File: config.mk
export PLATFORM = sky130hd
export DESIGN_NAME = command_frame_receiver_core
export DESIGN_NICKNAME = d
export VERILOG_FILES = /design/src/hw/rtl/cfr_pkg.sv /design/src/hw/rtl/cfr_ctrl.sv /design/src/hw/rtl/cfr_datapath.sv /design/src/hw/rtl/command_frame_receiver_core.sv
export SDC_FILE = /design/constraint.sdc
export NUM_CORES = 1
export LEC_CHECK = 0
export ABC_CLOCK_PERIOD_IN_PS = 2800
export BUFFER_PORTS_ARGS = -buffer_cell sky130_fd_sc_hd__buf_4
export CORE_MARGIN = 3
export CORE_UTILIZATION = 50
export CTS_CLUSTER_DIAMETER = 60
export DETAILED_ROUTE_END_ITERATION = 8
export PLACE_DENSITY_LB_ADDON = 0.1
export SYNTH_ARGS = -nofsm -noshare
export SYNTH_HDL_FRONTEND = slang
export SYNTH_SLANG_ARGS = --single-unit
File: constraint.sdc
create_clock -name clk -period 2.8 [get_ports clk]
set_clock_uncertainty 0.2 [all_clocks]
set_input_delay 0.56 -clock clk [delete_from_list [all_inputs] [get_ports clk]]
set_output_delay 0.56 -clock clk [all_outputs]
set_load 0.01 [all_outputs]
File: src/hw/rtl/cfr_pkg.sv
// Shared types and constants of the command frame receiver.
// Used by cfr_ctrl, cfr_datapath, command_frame_receiver_core and cfr_checker; no dependencies.
package cfr_pkg;

	localparam int unsigned StoreDepth = 9;
	localparam int unsigned IdxW       = 4;
	localparam int unsigned TdataOutW  = 40;

	localparam logic [7:0] ChHash   = 8'h23;
	localparam logic [7:0] ChNl     = 8'h0A;
	localparam logic [7:0] ChBslash = 8'h5C;
	localparam logic [7:0] ChZero   = 8'h30;
	localparam logic [7:0] ChNine   = 8'h39;
	localparam logic [7:0] ChOne    = 8'h31;
	localparam logic [7:0] ChTwo    = 8'h32;
	localparam logic [7:0] ChThree  = 8'h33;

	typedef enum logic [2:0] {
		ERR_NOT_HASH    = 3'd0,
		ERR_NOT_DIGIT   = 3'd1,
		ERR_NOT_LETTER  = 3'd2,
		ERR_BAD_ESCAPE  = 3'd3,
		ERR_NOT_NEWLINE = 3'd4
	} err_code_t;

	typedef enum logic [2:0] {
		ST_WAIT,
		ST_SIZE,
		ST_CMD,
		ST_DATA,
		ST_ESC,
		ST_END,
		ST_DUMP
	} state_t;

	// controller -> datapath
	typedef struct packed {
		logic      load_expected;
		logic      load_command;
		logic      clear_received;
		logic      store;
		logic      store_escaped;
		logic      emit_error;
		err_code_t error_code;
		logic      emit_empty;
		logic      start_dump;
		logic      dump_step;
	} ctl_cmd_t;

	// datapath -> controller
	typedef struct packed {
		logic is_hash;
		logic is_digit;
		logic is_letter;
		logic is_bslash;
		logic is_esc_code;
		logic is_newline;
		logic exp_zero;
		logic store_full;
		logic dump_last;
		logic out_free;
	} dp_status_t;

endpackage

File: src/hw/rtl/cfr_ctrl.sv
// Frame parser state machine: decides each transaction's effect and drives the datapath.
// Depends on cfr_pkg.
module cfr_ctrl
	import cfr_pkg::*;
(
	input  logic       clk,
	input  logic       arst_n,
	input  logic       in_valid,
	output logic       in_ready,
	input  dp_status_t status,
	output ctl_cmd_t   cmd
);

	state_t state_q;
	state_t state_d;
	logic   fire;

	assign in_ready = (state_q != ST_DUMP) && status.out_free;
	assign fire     = in_valid && in_ready;

	always_ff @(posedge clk or negedge arst_n) begin
		if (!arst_n) begin
			state_q <= ST_WAIT;
		end else begin
			state_q <= state_d;
		end
	end

	always_comb begin
		state_d = state_q;
		case (state_q)
			ST_WAIT: begin
				if (fire && status.is_hash) begin
					state_d = ST_SIZE;
				end
			end
			ST_SIZE: begin
				if (fire) begin
					state_d = status.is_digit ? ST_CMD : ST_WAIT;
				end
			end
			ST_CMD: begin
				if (fire) begin
					if (!status.is_letter) begin
						state_d = ST_WAIT;
					end else if (status.exp_zero) begin
						state_d = ST_END;
					end else begin
						state_d = ST_DATA;
					end
				end
			end
			ST_DATA: begin
				if (fire) begin
					if (status.is_bslash) begin
						state_d = ST_ESC;
					end else begin
						state_d = status.store_full ? ST_END : ST_DATA;
					end
				end
			end
			ST_ESC: begin
				if (fire) begin
					if (!status.is_esc_code) begin
						state_d = ST_WAIT;
					end else begin
						state_d = status.store_full ? ST_END : ST_DATA;
					end
				end
			end
			ST_END: begin
				if (fire) begin
					if (status.is_newline && !status.exp_zero) begin
						state_d = ST_DUMP;
					end else begin
						state_d = ST_WAIT;
					end
				end
			end
			ST_DUMP: begin
				if (status.out_free && status.dump_last) begin
					state_d = ST_WAIT;
				end
			end
			default: begin
				state_d = ST_WAIT;
			end
		endcase
	end

	always_comb begin
		cmd = '0;
		cmd.error_code = ERR_NOT_HASH;
		case (state_q)
			ST_WAIT: begin
				if (fire && !status.is_hash) begin
					cmd.emit_error = 1'b1;
					cmd.error_code = ERR_NOT_HASH;
				end
			end
			ST_SIZE: begin
				if (fire) begin
					cmd.load_expected = status.is_digit;
					cmd.emit_error    = !status.is_digit;
					cmd.error_code    = ERR_NOT_DIGIT;
				end
			end
			ST_CMD: begin
				if (fire) begin
					cmd.load_command   = status.is_letter;
					cmd.clear_received = status.is_letter && !status.exp_zero;
					cmd.emit_error     = !status.is_letter;
					cmd.error_code     = ERR_NOT_LETTER;
				end
			end
			ST_DATA: begin
				if (fire) begin
					cmd.store = !status.is_bslash;
				end
			end
			ST_ESC: begin
				if (fire) begin
					cmd.store         = status.is_esc_code;
					cmd.store_escaped = 1'b1;
					cmd.emit_error    = !status.is_esc_code;
					cmd.error_code    = ERR_BAD_ESCAPE;
				end
			end
			ST_END: begin
				if (fire) begin
					cmd.emit_error = !status.is_newline;
					cmd.error_code = ERR_NOT_NEWLINE;
					cmd.emit_empty = status.is_newline && status.exp_zero;
					cmd.start_dump = status.is_newline && !status.exp_zero;
				end
			end
			ST_DUMP: begin
				cmd.dump_step = status.out_free;
			end
			default: begin
				cmd.emit_error = fire && !status.is_hash;
				cmd.error_code = ERR_NOT_HASH;
			end
		endcase
	end

endmodule

File: src/hw/rtl/cfr_datapath.sv
// Datapath of the frame receiver: byte classifier, counters, data store, output register.
// Depends on cfr_pkg; driven by cfr_ctrl.
module cfr_datapath
	import cfr_pkg::*;
(
	input  logic                 clk,
	input  logic                 arst_n,
	input  logic [7:0]           rx_byte,
	input  ctl_cmd_t             cmd,
	output dp_status_t           status,
	output logic                 out_valid,
	input  logic                 out_ready,
	output logic [TdataOutW-1:0] out_data,
	output logic                 out_error,
	output logic                 out_last
);

	logic [IdxW-1:0] expected_q;
	logic [IdxW-1:0] received_q;
	logic [IdxW-1:0] rd_idx_q;
	logic [7:0]      command_q;
	logic [7:0]      store_q [StoreDepth];

	logic            out_valid_q;
	logic            out_error_q;
	logic            out_last_q;
	err_code_t       out_code_q;
	logic [7:0]      out_bad_q;
	logic [7:0]      out_cmd_q;
	logic [IdxW-1:0] out_len_q;
	logic [IdxW-1:0] out_idx_q;
	logic [7:0]      out_byte_q;

	logic            room;
	logic [IdxW-1:0] received_next;
	logic [7:0]      esc_byte;
	logic [7:0]      store_byte;
	logic            load_out;

	assign room          = received_q < IdxW'(StoreDepth);
	assign received_next = room ? received_q + 1'b1 : received_q;

	always_comb begin
		case (rx_byte)
			ChZero:  esc_byte = 8'h00;
			ChOne:   esc_byte = ChHash;
			ChTwo:   esc_byte = ChNl;
			ChThree: esc_byte = ChBslash;
			default: esc_byte = 8'h00;
		endcase
	end

	assign store_byte = cmd.store_escaped ? esc_byte : rx_byte;

	assign status.is_hash     = rx_byte == ChHash;
	assign status.is_digit    = (rx_byte >= ChZero) && (rx_byte <= ChNine);
	assign status.is_letter   = ((rx_byte >= 8'h61) && (rx_byte <= 8'h7A)) ||
		((rx_byte >= 8'h41) && (rx_byte <= 8'h5A));
	assign status.is_bslash   = rx_byte == ChBslash;
	assign status.is_esc_code = (rx_byte >= ChZero) && (rx_byte <= ChThree);
	assign status.is_newline  = rx_byte == ChNl;
	assign status.exp_zero    = expected_q == '0;
	assign status.store_full  = received_next >= expected_q;
	assign status.dump_last   = rd_idx_q == expected_q - 1'b1;
	assign status.out_free    = !out_valid_q || out_ready;

	assign load_out = cmd.emit_error || cmd.emit_empty || cmd.dump_step;

	always_ff @(posedge clk or negedge arst_n) begin
		if (!arst_n) begin
			expected_q  <= '0;
			received_q  <= '0;
			rd_idx_q    <= '0;
			command_q   <= '0;
			out_valid_q <= 1'b0;
		end else begin
			if (cmd.load_expected) begin
				expected_q <= IdxW'(rx_byte - ChZero);
			end
			if (cmd.load_command) begin
				command_q <= rx_byte;
			end
			if (cmd.clear_received) begin
				received_q <= '0;
			end else if (cmd.store) begin
				received_q <= received_next;
			end
			if (cmd.start_dump) begin
				rd_idx_q <= '0;
			end else if (cmd.dump_step) begin
				rd_idx_q <= rd_idx_q + 1'b1;
			end
			if (load_out) begin
				out_valid_q <= 1'b1;
			end else if (out_ready) begin
				out_valid_q <= 1'b0;
			end
		end
	end

	// drop a write that would fall past the end of the store
	always_ff @(posedge clk) begin
		if (cmd.store && room) begin
			store_q[received_q] <= store_byte;
		end
	end

	always_ff @(posedge clk) begin
		if (load_out) begin
			out_error_q <= cmd.emit_error;
			out_last_q  <= cmd.emit_error || cmd.emit_empty || status.dump_last;
			out_code_q  <= cmd.emit_error ? cmd.error_code : ERR_NOT_HASH;
			out_bad_q   <= cmd.emit_error ? rx_byte : 8'h00;
			out_cmd_q   <= cmd.emit_error ? 8'h00 : command_q;
			out_len_q   <= cmd.dump_step ? expected_q : '0;
			out_idx_q   <= cmd.dump_step ? rd_idx_q : '0;
			out_byte_q  <= cmd.dump_step ? store_q[rd_idx_q] : 8'h00;
		end
	end

	assign out_valid = out_valid_q;
	assign out_error = out_error_q;
	assign out_last  = out_last_q;
	assign out_data  = {5'b0, out_byte_q, out_idx_q, out_len_q, out_cmd_q, out_bad_q,
		out_code_q};

endmodule

File: src/hw/rtl/command_frame_receiver_core.sv
// Command frame receiver: byte stream in, decoded frame and error items out.
// Usage:
//   Slave channel: one received link byte per transaction on s_tdata.
//   Master channel: one item per transaction; m_tuser flags an error item,
//   m_tlast marks the final item caused by one input byte.
//   A frame is '#', a length digit, a command letter, the data bytes
//   (backslash escapes 0..3 for zero, '#', newline, backslash) and newline.
// Order: error and empty-frame items are registered and show on m_tvalid the
//   cycle after the byte's transaction; the first item of a frame with data
//   follows its newline through the ST_DUMP state and then the output register.
// Throughput: one byte per cycle outside a dump while the output register is free
//   or being drained. On the closing newline of a frame with n data bytes the
//   store is read out one entry per cycle while m_tready allows, and s_tready
//   stays low until the last entry is loaded; the single store read port sets that pace.
// Stall: with m_tready low the output register holds its item and s_tready
//   stays low while that item waits, whatever the next byte is.
// Reset: arst_n returns the parser to waiting for '#' and empties the output;
//   no clearing pass is needed.
// Depends on cfr_pkg, cfr_ctrl and cfr_datapath.
module command_frame_receiver_core
	import cfr_pkg::*;
(
	input  logic                 clk,
	input  logic                 arst_n,
	input  logic                 s_tvalid,
	output logic                 s_tready,
	input  logic [7:0]           s_tdata,   // [7:0] rx_byte
	output logic                 m_tvalid,
	input  logic                 m_tready,
	// [2:0] error_code, [10:3] bad_byte, [18:11] command, [22:19] data_length,
	// [26:23] data_index, [34:27] data_byte, [39:35] zero
	output logic [TdataOutW-1:0] m_tdata,
	output logic                 m_tuser,   // [0] is_error
	output logic                 m_tlast
);

	ctl_cmd_t   cmd;
	dp_status_t status;

	cfr_ctrl u_ctrl (
		.clk      (clk),
		.arst_n   (arst_n),
		.in_valid (s_tvalid),
		.in_ready (s_tready),
		.status   (status),
		.cmd      (cmd)
	);

	cfr_datapath u_datapath (
		.clk       (clk),
		.arst_n    (arst_n),
		.rx_byte   (s_tdata),
		.cmd       (cmd),
		.status    (status),
		.out_valid (m_tvalid),
		.out_ready (m_tready),
		.out_data  (m_tdata),
		.out_error (m_tuser),
		.out_last  (m_tlast)
	);

endmodule

==> results <==
- The area share of the largest cell type after synthesis is 54.59%.
- Input and output buffers added on the ports amount to 50.
- The type of element capturing the critical path is a flop.
- In this run the power spent charging and discharging nets is ~1500 uW.
- The capture point of the worst reg-to-reg path is u_datapath.store_q[2][0].
- The final hold violation count is 0.
- The number of antenna violations at the first check in global routing is 0.
- The number of cells produced by synthesis is approximately 430.
- The number of H-tree levels is 4.
- Headroom to the max-slew limit came out at between 60% and 70%.
- In the final layout, the share of cells above drive strength 1 is about 28%.
- After detailed routing, the total wire length is ~13,000 um.
- With fillers left out, the area of the finished cells amounts to about 7300 um^2.
- The core region area is about 12,000 um^2.
- By area the synthesized netlist is led by edfxtp_1 (55%), dfrtp_1 (10%), mux4_2 (6.0%).
- For this configuration, the core starts out at a cell density of 51.84%.
- After layout, the minimum clock period comes to roughly 2.7 ns.
- The worst setup path is of the flop to flop kind.
- The library cells used most frequently in the layout, excluding fill and tap cells, are edfxtp_1 (109), buf_4 (86), nor2_1 (39), dfrtp_1 (24), and2_1 (21).
- The number of pins exceeding their max-slew limit in the final report is 0.
- The deepest clock path buffer count is 2.
- The sequential fraction of design power is between 40% and 50%.
- The fraction of power consumed by the clock network is roughly 37%.
- The top-level I/O count is 56.
- The mean routed wirelength per cell is between 15 and 20 um.
- The library cell used as clock root buffer is clkbuf_16.
- The proportion of total power due to net switching is 25.85%.
- Of all nets on the critical path, the largest fanout is 8.
- The worst setup path is launched from a flop.
- Setup repair after global routing left no endpoint under its margin.
- Clock tree synthesis inserted a total of 17 buffers.
- The path category of the worst min-delay check is primary input to flop.
- The number of synthesized flops with an enable pin is between 100 and 150.
- At the pin with the least slew margin, the transition time is approximately 0.50 ns.
- The total number of vias is between 3,000 and 4,000.
- The number of synthesis warnings is 0.
- The horizontal die dimension is 115.5 um.
- The number of clock sinks is 133.
- Detailed placement finished with a half-perimeter wire length of roughly 8800 um.
- The most frequent standard cell in the layout excluding fill and tap cells is edfxtp_1.
- In this run the power density over the cells is 779.5 nW/um^2.
- The final layout net count is roughly 530.
- Dividing the synthesized area by the synthesized cell count gives ~14 um^2.
- The final RePlAce weighted congestion is slightly above 0.9.
- The total routing resource utilization after global routing is about a fifth.
- The first-pass GRT wire length is 19,990 um.
- Entering global routing, the biggest net connects 33 pins.
- The share of the Yosys chip area taken by registers is between 60 and 70%.
- The placement row count is 39.
- The post-synthesis register bit count is approximately 130.
- The residual DRC count is 0.
- The share of total power dissipated in combinational logic is about a fifth.
- The critical hold path startpoint is s_tdata[3].
- After global routing the overflow that remains totals 0.
- The via count of the first global-routing pass was 3,588.
- The number of nets with antenna violations after detailed routing is 0.
- The worst voltage drop across the vdd grid is between 0.4 and 0.5 mV.
- The full die area is between 10,000 and 15,000 um^2.
- Max-cap violations in this run came to 0.
- The analysis attributes to cell leakage a power of 0.002865 uW.
- The number of DRC markers in iteration 0 is 305.
- The proportion of synthesized flip-flops having asynchronous set or reset is 18.05%.
- From bottom edge to top edge, the die measures ~120 um.
- The required time of the critical path is 2.65 ns.
- Summed over all instances, the cell type with the most area after synthesis is edfxtp_1.
- For the worst flop-to-flop path, the logic depth is 6.
- In this run the cell area measured after placement is around 6700 um^2.
- The source-to-sink clock delay at the later pin of the worst-skew pair is 0.41 ns.
- The fraction of the cycle the final worst path needs is a little over nine tenths.
- From synthesis to final layout, the design area changed by 22.10%.
- The internal portion of total power is 4231 uW.
- Data arrives at the worst endpoint at 2.53 ns.
- The worst register-to-register path begins at u_ctrl.state_q[2].
- The number of optimization iterations in the first detailed-route pass is 5.
- The count of cells along the worst hold path is 2.
- The number of distinct standard cells referenced by the synthesized netlist is 59.
- The repair_antennas step left the layout with diodes totalling 0.
- The highest attainable clock frequency is around 0.37 GHz.
- The most used flip-flop cell after synthesis is edfxtp_1.
- The worst register-to-register path has a setup slack of ~0.12 ns.
- The cell area that synthesis handed to floorplanning was around 6000 um^2.
- The terminating pin of the worst hold path is u_datapath.command_q[3].
- The flow ran to the end, and the final reports show no timing, DRC or antenna violations.
- Setup violations remaining at the end of the flow were counted as 0.
- For the final routed database, the setup TNS stands at 0 ns.
- After clock tree synthesis, the clock-pin slew on the worst setup and hold paths is roughly 0.060 ns.
- The CTS tree is built.
- The via count normalized by instance count is 5.547.
[area by class of cell]
type	count	area (um^2)
Sequential cell	133	3874
Timing Repair Buffer	89	695.7
Clock inverter	13	133.9
Tap cell	143	178.9
Fill cell	850	4244
Multi-Input combinational cell	256	1953
Inverter	14	52.55
Clock buffer	19	432.9
[cells by family after synthesis]
kind of cell	synth area share, %
simple gates	13.33
flops	64.61
compound gates	5.948
buf+inv	3.339
mux	8.806
fa+ha+maj	2.295
xor+xnor	1.607
other cells	0.06254
[power groups by stage]
| stage | clock [uW] | sequential [uW] | combinational [uW] |
|---|---|---|---|
| 2_1_floorplan | 0 | 2660 | 451 |
| 3_3_place_gp | 0 | 2570 | 1050 |
| 3_5_place_dp | 0 | 2570 | 1060 |
| 4_1_cts | 2140 | 2530 | 1070 |
| 5_1_grt | 2240 | 2560 | 1160 |
| 6_report | 2110 | 2530 | 1060 |
[registers in the layout, indices dropped and copies added, names as in the netlist, 4 cells and up]
| signal | cells |
|---|---|
| u_datapath.expected_q | 4 |
| u_datapath.out_byte_q | 8 |
| u_datapath.out_bad_q | 8 |
| u_datapath.received_q | 4 |
| u_datapath.rd_idx_q | 4 |
| u_datapath.store_q | 72 |
| u_datapath.out_idx_q | 4 |
| u_datapath.command_q | 8 |
| u_datapath.out_len_q | 4 |
| u_datapath.out_cmd_q | 8 |
[stage by stage]
| stage | util [%] | setup slack (ns) | hold WS (ns) | std cells | total power [uW] |
|---|---|---|---|---|---|
| final | 63.30 | 0.1162 | 0.2156 | 667 | 5706 |
| after global routing | 63.30 | 0.004650 | 0.2248 | 667 | 5959 |
| after CTS | 63.27 | 0.1283 | 0.1979 | 667 | 5744 |
| after detailed placement | 58.28 | -0.1255 | 0.2479 | 634 | 3634 |
| after global placement | 58.28 | -0.07949 | 0.2403 | 634 | 3618 |
| after floorplan | - | 0.2240 | 0.06441 | 431 | 3108 |
[synth_stat cells (2+ instances only)]
cell type,instances
a21oi_1,15
ha_1,11
a41oi_1,2
nor2b_1,12
o21a_1,2
nand3_1,11
dfrtp_1,24
mux4_2,16
xor2_1,6
buf_4,6
buf_1,3
edfxtp_1,109
and2_1,21
inv_1,11
nand2_1,19
clkbuf_1,8
nand2b_1,2
mux2i_1,10
nor3_1,8
and3_1,7
nor3b_1,3
a31oi_1,3
a21o_1,5
o21ai_0,12
nor3b_2,2
buf_2,10
or3_1,2
inv_2,3
nor2_1,39
mux2_1,6
xnor2_1,5
o21ai_1,2
nand4b_1,2
nand4_1,3
nor4_1,3
[worst max-delay path: stages (launching register included)]
cell	delay, ns
dfrtp_1	0.36
inv_2	0.09
or3_4	0.37
o22ai_2	0.23
nor3b_4	0.29
nor3b_2	0.29
and2_1	0.48
[how the worst max path moves through the flow]
stage | depth (start not counted) | to | slack [ns] | from
final | 6 | u_datapath.store_q[2][0] | 0.12 | u_ctrl.state_q[2]
after global placement | 7 | u_datapath.command_q[3] | -0.08 | s_tdata[3]
after floorplan | 8 | u_datapath.out_bad_q[0] | 0.22 | s_tdata[4]
after detailed placement | 7 | u_datapath.command_q[1] | -0.13 | s_tdata[3]
after CTS | 6 | u_datapath.store_q[0][5] | 0.13 | u_ctrl.state_q[2]
after global routing | 12 | u_ctrl.state_q[2] | 0.005 | u_datapath.received_q[0]
[routing by layer]
layer  vias to the layer above  part of all wire (%)  wire (um)  track usage (%)
li1                       1753                     -          -                -
met4                         0                   1.3        170            7.825
met1                      1803                    45       5724            28.92
met2                       128                    48       6169            31.29
met3                        16                   5.9        759            4.804
met5                         -                     0          0                0
[repair_timing]
item                       in CTS  in global routing
hold endpoints to repair       24                  0
gates resized for setup         0                  1
buffers inserted                0                  0
setup endpoints to repair       0                  2
hold buffers                    1                  0
Power figures use the tool's default switching activity.
